<file path="src/rtl/core/dpso_pkg.sv">
package dpso_pkg;

  localparam int unsigned IntervalW = 22;
  localparam int unsigned ShiftMagW = 7;
  localparam int unsigned ShiftW    = 8;
  localparam int unsigned CoordW    = 16;
  localparam int unsigned StepW     = 4;
  localparam int unsigned CfgIdxW   = 2;

  localparam logic [IntervalW-1:0] IntervalReset = IntervalW'(300000);
  localparam logic [IntervalW-1:0] IntervalMin   = IntervalW'(1000);
  localparam logic [ShiftMagW-1:0] ShiftReset    = ShiftMagW'(2);
  localparam logic [ShiftMagW-1:0] ShiftMin      = ShiftMagW'(2);
  localparam logic [StepW-1:0]     StepLast      = StepW'(8);

  localparam logic [2:0] OpTick  = 3'd0;
  localparam logic [2:0] OpStart = 3'd1;
  localparam logic [2:0] OpStop  = 3'd2;
  localparam logic [2:0] OpReset = 3'd3;
  localparam logic [2:0] OpMap   = 3'd4;

  localparam logic [CfgIdxW-1:0] RegInterval = CfgIdxW'(0);
  localparam logic [CfgIdxW-1:0] RegMaxShift = CfgIdxW'(1);

  localparam logic [1:0] UnitZero = 2'b00;
  localparam logic [1:0] UnitPos  = 2'b01;
  localparam logic [1:0] UnitNeg  = 2'b11;

  typedef struct packed {
    logic signed [ShiftW-1:0] shift_x;
    logic signed [ShiftW-1:0] shift_y;
    logic                     running;
    logic                     changed;
  } dpso_status_t;

  function automatic logic [1:0] orbit_unit_x(input logic [StepW-1:0] step);
    logic [1:0] u;
    case (step)
      4'd1, 4'd2, 4'd8: u = UnitPos;
      4'd4, 4'd5, 4'd6: u = UnitNeg;
      default:          u = UnitZero;
    endcase
    return u;
  endfunction

  function automatic logic [1:0] orbit_unit_y(input logic [StepW-1:0] step);
    logic [1:0] u;
    case (step)
      4'd2, 4'd3, 4'd4: u = UnitPos;
      4'd6, 4'd7, 4'd8: u = UnitNeg;
      default:          u = UnitZero;
    endcase
    return u;
  endfunction

  function automatic logic signed [ShiftW-1:0] scale_unit(input logic [1:0] u,
                                                          input logic [ShiftMagW-1:0] mag);
    logic signed [ShiftW-1:0] v;
    case (u)
      UnitPos: v = signed'({1'b0, mag});
      UnitNeg: v = signed'(ShiftW'(0) - {1'b0, mag});
      default: v = '0;
    endcase
    return v;
  endfunction

endpackage

</file>
<file path="src/rtl/core/dpso_cfg.sv">
module dpso_cfg (
  input  logic                               clk,
  input  logic                               rst_n,
  input  logic                               cfg_we,
  input  logic [dpso_pkg::CfgIdxW-1:0]       cfg_index,
  input  logic [dpso_pkg::IntervalW-1:0]     cfg_wdata,
  output logic [dpso_pkg::IntervalW-1:0]     interval_ms,
  output logic [dpso_pkg::ShiftMagW-1:0]     max_shift
);

  logic [dpso_pkg::IntervalW-1:0] interval_r, interval_nxt;
  logic [dpso_pkg::ShiftMagW-1:0] shift_r, shift_nxt;
  logic [dpso_pkg::ShiftMagW-1:0] shift_raw;

  assign shift_raw = cfg_wdata[dpso_pkg::ShiftMagW-1:0];

  always_comb begin
    interval_nxt = interval_r;
    shift_nxt    = shift_r;
    if (cfg_we && cfg_index == dpso_pkg::RegInterval) begin
      interval_nxt = (cfg_wdata < dpso_pkg::IntervalMin) ? dpso_pkg::IntervalMin : cfg_wdata;
    end
    if (cfg_we && cfg_index == dpso_pkg::RegMaxShift) begin
      shift_nxt = (shift_raw < dpso_pkg::ShiftMin) ? dpso_pkg::ShiftMin
                                                   : {shift_raw[dpso_pkg::ShiftMagW-1:1], 1'b0};
    end
  end

  always_ff @(posedge clk) begin
    if (!rst_n) begin
      interval_r <= dpso_pkg::IntervalReset;
      shift_r    <= dpso_pkg::ShiftReset;
    end else begin
      interval_r <= interval_nxt;
      shift_r    <= shift_nxt;
    end
  end

  assign interval_ms = interval_r;
  assign max_shift   = shift_r;

endmodule

</file>
<file path="src/rtl/core/dpso_orbit.sv">
module dpso_orbit (
  input  logic                           clk,
  input  logic                           rst_n,
  input  logic                           accept,
  input  logic [2:0]                     opcode,
  input  logic [dpso_pkg::IntervalW-1:0] interval_ms,
  input  logic [dpso_pkg::ShiftMagW-1:0] max_shift,
  output dpso_pkg::dpso_status_t         status
);

  logic                                  running_r, running_nxt;
  logic [dpso_pkg::IntervalW-1:0]        tick_r, tick_nxt;
  logic [dpso_pkg::StepW-1:0]            step_r, step_nxt;
  logic signed [dpso_pkg::ShiftW-1:0]    sx_r, sx_nxt, sy_r, sy_nxt;
  logic [dpso_pkg::IntervalW-1:0]        tick_inc;
  logic [dpso_pkg::StepW-1:0]            step_inc;
  logic                                  changed;

  assign tick_inc = tick_r + dpso_pkg::IntervalW'(1);
  assign step_inc = (step_r == dpso_pkg::StepLast) ? '0 : step_r + dpso_pkg::StepW'(1);

  always_comb begin
    running_nxt = running_r;
    tick_nxt    = tick_r;
    step_nxt    = step_r;
    sx_nxt      = sx_r;
    sy_nxt      = sy_r;
    changed     = 1'b0;
    case (opcode)
      dpso_pkg::OpTick: begin
        if (running_r) begin
          if (tick_inc >= interval_ms) begin
            tick_nxt = '0;
            step_nxt = step_inc;
            sx_nxt   = dpso_pkg::scale_unit(dpso_pkg::orbit_unit_x(step_inc), max_shift);
            sy_nxt   = dpso_pkg::scale_unit(dpso_pkg::orbit_unit_y(step_inc), max_shift);
            changed  = 1'b1;
          end else begin
            tick_nxt = tick_inc;
          end
        end
      end
      dpso_pkg::OpStart: begin
        if (!running_r) begin
          running_nxt = 1'b1;
          tick_nxt    = '0;
        end
      end
      dpso_pkg::OpStop: begin
        if (running_r) begin
          running_nxt = 1'b0;
          tick_nxt    = '0;
          step_nxt    = '0;
          sx_nxt      = '0;
          sy_nxt      = '0;
        end
      end
      dpso_pkg::OpReset: begin
        step_nxt = '0;
        sx_nxt   = '0;
        sy_nxt   = '0;
      end
      default: begin
      end
    endcase
  end

  always_ff @(posedge clk) begin
    if (!rst_n) begin
      running_r <= 1'b0;
      tick_r    <= '0;
      step_r    <= '0;
      sx_r      <= '0;
      sy_r      <= '0;
    end else if (accept) begin
      running_r <= running_nxt;
      tick_r    <= tick_nxt;
      step_r    <= step_nxt;
      sx_r      <= sx_nxt;
      sy_r      <= sy_nxt;
    end
  end

  assign status.shift_x = sx_nxt;
  assign status.shift_y = sy_nxt;
  assign status.running = running_nxt;
  assign status.changed = changed;

  a_step_range: assert property (@(posedge clk) disable iff (!rst_n)
    step_r <= dpso_pkg::StepLast)
    else $error("orbit step out of range");

  a_home_zero: assert property (@(posedge clk) disable iff (!rst_n)
    step_r == '0 |-> sx_r == '0 && sy_r == '0)
    else $error("offset not zero at home step");

  a_stop_clears: assert property (@(posedge clk) disable iff (!rst_n)
    $fell(running_r) |-> step_r == '0 && tick_r == '0)
    else $error("stop left step or counter set");

  a_idle_frozen: assert property (@(posedge clk) disable iff (!rst_n)
    !running_r && $past(!running_r) && $past(rst_n) |-> $stable(tick_r))
    else $error("counter moved while stopped");

endmodule

</file>
<file path="src/rtl/core/dpso_map.sv">
module dpso_map (
  input  logic [dpso_pkg::CoordW-1:0]        raw,
  input  logic signed [dpso_pkg::ShiftW-1:0] offset,
  output logic [dpso_pkg::CoordW-1:0]        mapped
);

  logic signed [dpso_pkg::CoordW+1:0] diff;

  assign diff = signed'({2'b00, raw}) - (dpso_pkg::CoordW+2)'(offset);

  always_comb begin
    if (diff < 0) begin
      mapped = '0;
    end else if (diff[dpso_pkg::CoordW]) begin
      mapped = '1;
    end else begin
      mapped = diff[dpso_pkg::CoordW-1:0];
    end
  end

endmodule

</file>
<file path="src/rtl/core/display_pixel_shift_orbit_top.sv">
// Results are registered: out_valid rises in the cycle after acceptance.
// Throughput: one transaction per cycle while out_ready is high; the result
// register refills on the edge where downstream takes the previous result.
// Reset (synchronous, rst_n low): timer stopped, counter, step and offsets
// zero, interval 300000 ticks, shift magnitude 2, no result pending.
module display_pixel_shift_orbit_top (
  input  logic                                clk,
  input  logic                                rst_n,
  input  logic                                in_valid,
  output logic                                in_ready,
  input  logic [2:0]                          in_opcode,
  input  logic [dpso_pkg::CoordW-1:0]         in_touch_x,
  input  logic [dpso_pkg::CoordW-1:0]         in_touch_y,
  output logic                                out_valid,
  input  logic                                out_ready,
  output logic signed [dpso_pkg::ShiftW-1:0]  out_shift_x,
  output logic signed [dpso_pkg::ShiftW-1:0]  out_shift_y,
  output logic [dpso_pkg::CoordW-1:0]         out_mapped_x,
  output logic [dpso_pkg::CoordW-1:0]         out_mapped_y,
  output logic                                out_timer_on,
  output logic                                out_shift_changed,
  input  logic                                cfg_we,
  input  logic [dpso_pkg::CfgIdxW-1:0]        cfg_index,
  input  logic [dpso_pkg::IntervalW-1:0]      cfg_wdata
);

  logic [dpso_pkg::IntervalW-1:0] interval_ms;
  logic [dpso_pkg::ShiftMagW-1:0] max_shift;
  dpso_pkg::dpso_status_t         status;
  logic                           accept;
  logic [dpso_pkg::CoordW-1:0]    mx, my;

  logic                           valid_r;
  dpso_pkg::dpso_status_t         status_r;
  logic [dpso_pkg::CoordW-1:0]    mx_r, my_r;

  assign in_ready = !valid_r || out_ready;
  assign accept   = in_valid && in_ready;

  dpso_cfg u_cfg (
    .clk         (clk),
    .rst_n       (rst_n),
    .cfg_we      (cfg_we),
    .cfg_index   (cfg_index),
    .cfg_wdata   (cfg_wdata),
    .interval_ms (interval_ms),
    .max_shift   (max_shift)
  );

  dpso_orbit u_orbit (
    .clk         (clk),
    .rst_n       (rst_n),
    .accept      (accept),
    .opcode      (in_opcode),
    .interval_ms (interval_ms),
    .max_shift   (max_shift),
    .status      (status)
  );

  dpso_map u_map_x (
    .raw    (in_touch_x),
    .offset (status.shift_x),
    .mapped (mx)
  );

  dpso_map u_map_y (
    .raw    (in_touch_y),
    .offset (status.shift_y),
    .mapped (my)
  );

  always_ff @(posedge clk) begin
    if (!rst_n) begin
      valid_r <= 1'b0;
    end else if (accept) begin
      valid_r <= 1'b1;
    end else if (out_ready) begin
      valid_r <= 1'b0;
    end
  end

  always_ff @(posedge clk) begin
    if (accept) begin
      status_r <= status;
      mx_r     <= mx;
      my_r     <= my;
    end
  end

  assign out_valid         = valid_r;
  assign out_shift_x       = status_r.shift_x;
  assign out_shift_y       = status_r.shift_y;
  assign out_mapped_x      = mx_r;
  assign out_mapped_y      = my_r;
  assign out_timer_on      = status_r.running;
  assign out_shift_changed = status_r.changed;

  a_changed_running: assert property (@(posedge clk) disable iff (!rst_n)
    valid_r && status_r.changed |-> status_r.running)
    else $error("shift change reported while stopped");

  a_accept_fills: assert property (@(posedge clk) disable iff (!rst_n)
    accept |=> valid_r)
    else $error("accepted transaction produced no result");

  a_stall_ready: assert property (@(posedge clk) disable iff (!rst_n)
    valid_r && !out_ready |-> !in_ready)
    else $error("input taken while result stalled");

endmodule

</file>
<file path="config.mk">
export PLATFORM = sky130hd
export DESIGN_NAME = display_pixel_shift_orbit_top
export DESIGN_NICKNAME = d
export VERILOG_FILES = /design/src/rtl/core/dpso_pkg.sv /design/src/rtl/core/dpso_cfg.sv /design/src/rtl/core/dpso_orbit.sv /design/src/rtl/core/dpso_map.sv /design/src/rtl/core/display_pixel_shift_orbit_top.sv
export SDC_FILE = /design/constraint.sdc
export NUM_CORES = 1
export LEC_CHECK = 0
export BUFFER_PORTS_ARGS = -buffer_cell sky130_fd_sc_hd__buf_2
export CORE_MARGIN = 5
export CORE_UTILIZATION = 30
export DETAILED_ROUTE_END_ITERATION = 12
export PLACE_DENSITY = 0.52
export SYNTH_ARGS = -nofsm -noshare
export SYNTH_HDL_FRONTEND = slang
export SYNTH_HIERARCHICAL = 1
export SYNTH_SLANG_ARGS = --single-unit
</file>
<file path="constraint.sdc">
create_clock -name clk -period 7.4 [get_ports clk]
set_input_delay 1.85 -clock clk [delete_from_list [all_inputs] [get_ports clk]]
set_output_delay 1.85 -clock clk [all_outputs]
set_load 0.03 [all_outputs]
</file>
* Word-level counts from Yosys, hierarchy flattened
Index checks and enable logic that the tools add are counted.
Storage, ports and cells: bits in registers 123, bits in latches 0, bits in writable memories 0, bits in read-only memories 0, bits of input ports 64, memories kept 0
Cells by class: $add $sub $neg 5, multiply operators 0, div/mod/pow operators 0, $lt $le $gt $ge 5, equality and inequality tests 21, shifts and indexed selects 0, muxes and demuxes 36, bitwise logic cells 0, reductions and logical operators 17
Operators with widths (number):
- $mux W22 | 5
- $pmux W22 S3 | 1
- $mux W8 | 6
- $pmux W8 S3 | 2
- $lt A18 B1 Y1 const B | 2
- $sub A17 B8 Y18 | 2
- $mux W16 | 2
- $pmux W8 S2 | 2
- $add A22 B1 Y22 const B | 1
- $ge A22 B22 Y1 | 1
- $lt A22 B10 Y1 const B | 1
- $eq A4 B3 Y1 const B | 4
- $mux W4 | 4
- $mux W2 | 6
- $pmux W4 S3 | 1
- $reduce_or A3 Y1 | 4
- $reduce_and A5 Y1 | 2
- $eq A4 B2 Y1 const B | 2
- $eq A4 B4 Y1 const B | 2
- $pmux W2 S2 | 2
- $sub A1 B7 Y8 const A | 1
- $lt A7 B2 Y1 const B | 1
- $mux W7 | 1
- $eq A2 B1 Y1 const B | 3
- 17 further kinds | 26

* Longest topological paths before layout
word-level depth 15, mapped depth 27

* Hierarchy
Netlist, hierarchy kept.
Modules (own cells, without submodules):
- dpso_orbit | instances 1, cells each 394, area each 3239.4 um^2, seq. area each 860.8 um^2
- display_pixel_shift_orbit_top | instances 1, cells each 55, area each 1559.0 um^2, seq. area each 1521.5 um^2
- dpso_cfg | instances 1, cells each 129, area each 1222.4 um^2, seq. area each 560.5 um^2
- dpso_map (u_map_y) | instances 1, cells each 123, area each 925.9 um^2, seq. area each 0.0 um^2
- dpso_map (u_map_x) | instances 1, cells each 125, area each 893.4 um^2, seq. area each 0.0 um^2

* Worst setup path after synthesis
OpenSTA, ideal clock, no wires.
path type flip-flop to flip-flop, from reg u_orbit/tick_r[0] (netlist name), to reg my_r (netlist bit out_mapped_y[10]), data pin, setup time 0.264 ns, data arrival time 5.221 ns, setup slack 1.915 ns, stages on the path, launching flop included 26, period minus slack after synthesis 5.485 ns, cell sequence dfxtp_1 -> ha_1 -> nand3_1 -> nor4_4 -> and3_1 -> buf_4 -> nand3_2 -> xnor2_1 -> ha_1 -> nand4_2 -> nor3_4 -> nand2_2 -> o31ai_2 -> o211ai_2 -> buf_2 -> a22o_1 -> inv_1 -> ha_1 -> and2_4 -> a221o_1 -> a21oi_2 -> o31ai_2 -> a211oi_2 -> xnor2_2 -> buf_6 -> a21oi_2
RTL lines:
- start, declared | RTL line dpso_orbit.sv:12 | logic [dpso_pkg::IntervalW-1:0] tick_r, tick_nxt;
- start signal, assigned | RTL line dpso_orbit.sv:77 | tick_r <= tick_nxt;
- end signal, assigned | RTL line display_pixel_shift_orbit_top.sv:86 | my_r <= my;
- end, declared | RTL line display_pixel_shift_orbit_top.sv:35 | logic [dpso_pkg::CoordW-1:0] mx_r, my_r;

==> metrics.txt <==
unrepaired setup endpoints after global routing=false; CP Capture Type=register; PD cells=196 nW/um2; FF-to-FF Start=u_orbit/tick_r[0]; CTS Buffer Depth=2; Arr. time, crit path=roughly 6700 ps; Clock Latency Late Sink=410 ps; max layer used=met4; share of cells above drive strength 1=22.4%; final hold vios=0; first-pass GRT wire length=31200 um; Seq/Total Area, Yosys=37.5%; global-route usage over all layers=between 10% and 20%; Post-Synthesis Cells=826; Chip Height=172 um; drt total wl=between 15000 and 20000 um; Final ANT Viol Nets=0; vias in the first global route=approximately 6000; PostCTS Resize Cnt=0; Yosys warning count=6; Vias=6360; crit-path max FO=16; std cell rows=59; routed metal-1 wirelength=9180 um; Area Growth Syn to Fin=18.3%; Worst-Margin Slew=1200 ps; Die Area=29500 um2; worst hold path type=register to register; Peak Freq=152 MHz; status=finished, final reports clean; post-route insts no fill=1280; Syn Nets=954; Worst Skew=12.8 ps; FF+latch count, synth=approximately 120; initial antenna violation count=0; critical path class=register to register; clk root buf=clkbuf_16; Die Wd=roughly 170 um; Post-synth EDFFs=50; Worst Setup SP=u_orbit/tick_r[0]; Max-Cap Viols=0; Ant. Diodes=0; GR Overflow Total=0; total power=1.82 mW; crit path time final=6560 ps; Leakage=3.80 nW; Post-Syn Area per Cell=9.49 um2; clock tree sinks=122; met3 wire len=1020 um; H-Tree Depth=4; DP Cell Count=about 1200; # IOs=roughly 120; pin count of the biggest net entering global routing=59; utilization after layout=a little over a third; IO Port Bufs=approximately 120; post-CTS setup repair buffer count=0; post-DR wirelength/cell=14.8 um; Netlist cell types=82; period utilisation layout=88.7%; Worst VDD drop=122 uV; Rel. slew slack=19.5%; routability cong.=slightly below 0.8; min-delay src=u_cfg/interval_ms[13]; 1st-iter DRT viols=about 350; CTS tree=done; synthesized area=7840 um2; dpl hpwl=14500 um; Initial Utilization=30.3%; Clock transition at path regs=50 ps; vias per cell=4.97; WP data required=7500 ps; Layout Nets=1060; Pins Over Slew Limit=0; top cell type's share of synthesized area=19.2%; core area=25900 um2; Synth area leaders=edfxtp_1, dfxtp_1, ha_1; Top FF cell, synth=dfxtp_1; First-pass DRT Iterations=5; total CTS buffers=17; total negative slack=0 ps; Post-synth ARST share=0%; CP startpoint kind=register; top cell type by total area after synthesis=edfxtp_1; hold_buf cts=0; # DRC=0; Met2 Routed Length=8600 um; Final Setup Violations=0
## per-layer routing
layer / global-route usage [%] / vias to the layer above
met2: 20.8 / 155
li1: - / 3229
met1: 18.2 / 2960
met3: 2.90 / 16
met4: 3.20 / 0
met5: 0 / -
## where the power goes
| group | switching (mW) | internal, mW | total, mW |
|---|---|---|---|
| Sequential | 0.0112 | 0.734 | 0.746 |
| Combinational | 0.164 | 0.0920 | 0.256 |
| Clock | 0.292 | 0.527 | 0.819 |
| Total | 0.467 | 1.35 | 1.82 |
## sequential cells by signal (all words and copies together) (netlist names)
signal and count:
out_mapped_x 16, out_mapped_y 16, out_shift_changed 1, out_shift_x 8, out_shift_y 8, out_timer_on 1
out_valid 1, u_cfg/interval_ms 22, u_cfg/max_shift 6, u_orbit/running_r 1, u_orbit/step_r 4, u_orbit/sx_r 8
u_orbit/sy_r 8, u_orbit/tick_r 22
## logic make-up after synthesis
family	share of synthesized area, %
DFF	37.5
AOI/OAI and AO/OA	22.8
adders and majority gates	10.4
buffers and inverters	5.28
muxes	1.42
xor gates and xnor gates	6.22
and+or+nand+nor	16.3
other	0.0478
## final cells by class
cell class | count | area (um2)
clock buffer | 26 | 532
multi-input combinational | 614 | 4490
sequential | 122 | 2940
tap | 335 | 419
fill | 2716 | 16600
inverter | 57 | 214
timing repair buffer | 120 | 613
clock inverter | 6 | 57.6
## synthesized netlist by cell type, drive strengths merged (6+ instances only)
| master | count |
|---|---|
| nand2 | 98 |
| a21oi | 87 |
| dfxtp | 72 |
| ha | 62 |
| inv | 57 |
| edfxtp | 50 |
| nor2 | 31 |
| a22o | 30 |
| xnor2 | 28 |
| o21ai | 27 |
| xor2 | 26 |
| buf | 22 |
| nand3 | 22 |
| a21boi | 18 |
| a31oi | 14 |
| nor3 | 13 |
| a32o | 12 |
| clkbuf | 11 |
| o211ai | 11 |
| mux2i | 10 |
| nand2b | 10 |
| nor2b | 10 |
| and2 | 8 |
| and3 | 7 |
| a211oi | 6 |
| a21o | 6 |
| nand4 | 6 |
| nor3b | 6 |
| nor4 | 6 |
| o21a | 6 |
| o22ai | 6 |
## cell usage in the layout (no fill, tap or decap), types with 5 or more instances in the layout
| cell | count |
|---|---|
| a211oi_2 | 5 |
| a21boi_1 | 13 |
| a21o_1 | 5 |
| a21oi_1 | 74 |
| a21oi_2 | 13 |
| a22o_1 | 30 |
| a31oi_1 | 14 |
| a32o_1 | 12 |
| and2_1 | 6 |
| and3_1 | 6 |
| buf_2 | 115 |
| buf_4 | 5 |
| clkbuf_16 | 19 |
| dfxtp_1 | 72 |
| edfxtp_1 | 50 |
| ha_1 | 62 |
| inv_1 | 56 |
| mux2i_1 | 10 |
| nand2_1 | 95 |
| nand2b_1 | 9 |
| nand3_1 | 17 |
| nand3_2 | 5 |
| nand4_1 | 5 |
| nor2_1 | 30 |
| nor2b_1 | 10 |
| nor3_1 | 6 |
| nor3_2 | 6 |
| nor3b_1 | 5 |
| o211ai_1 | 10 |
| o21a_1 | 5 |
| o21ai_0 | 20 |
| o21ai_1 | 7 |
| o22ai_1 | 6 |
| or3_1 | 5 |
| xnor2_1 | 25 |
| xor2_1 | 26 |
## worst max-delay path, cell delays in order (launching register included)
cell	delay (ps)
dfxtp_1	410
ha_1	220
nand3_1	200
nor4_4	330
and3_1	390
nand3_2	150
xnor2_1	150
ha_1	310
nand4_2	150
nor3_4	250
nand2_2	80
o31a_1	330
nand2_2	160
nand2_1	160
o21ai_0	460
inv_1	360
ha_1	490
o211ai_1	120
nor2_1	140
o211ai_1	130
nand3_1	110
a31oi_1	100
xnor2_1	940
a21oi_1	110
## stage by stage
step	setup slack (ps)	area (um2)	hold slack [ps]
2_1_floorplan	1920	7840	435
3_3_place_gp	978	8680	441
3_5_place_dp	829	8680	447
4_1_cts	817	9270	455
5_1_grt	167	9270	477
6_report	838	9270	450
## worst paths after layout
check	to	slack [ps]	depth (start not counted)
min reg2reg	u_cfg/interval_ms[13]	450	2
max reg2reg	out_mapped_x[4]	840	23
min	u_cfg/interval_ms[13]	450	2
max	out_mapped_x[4]	840	23
No activity file was read; power rests on OpenSTA's default activity.
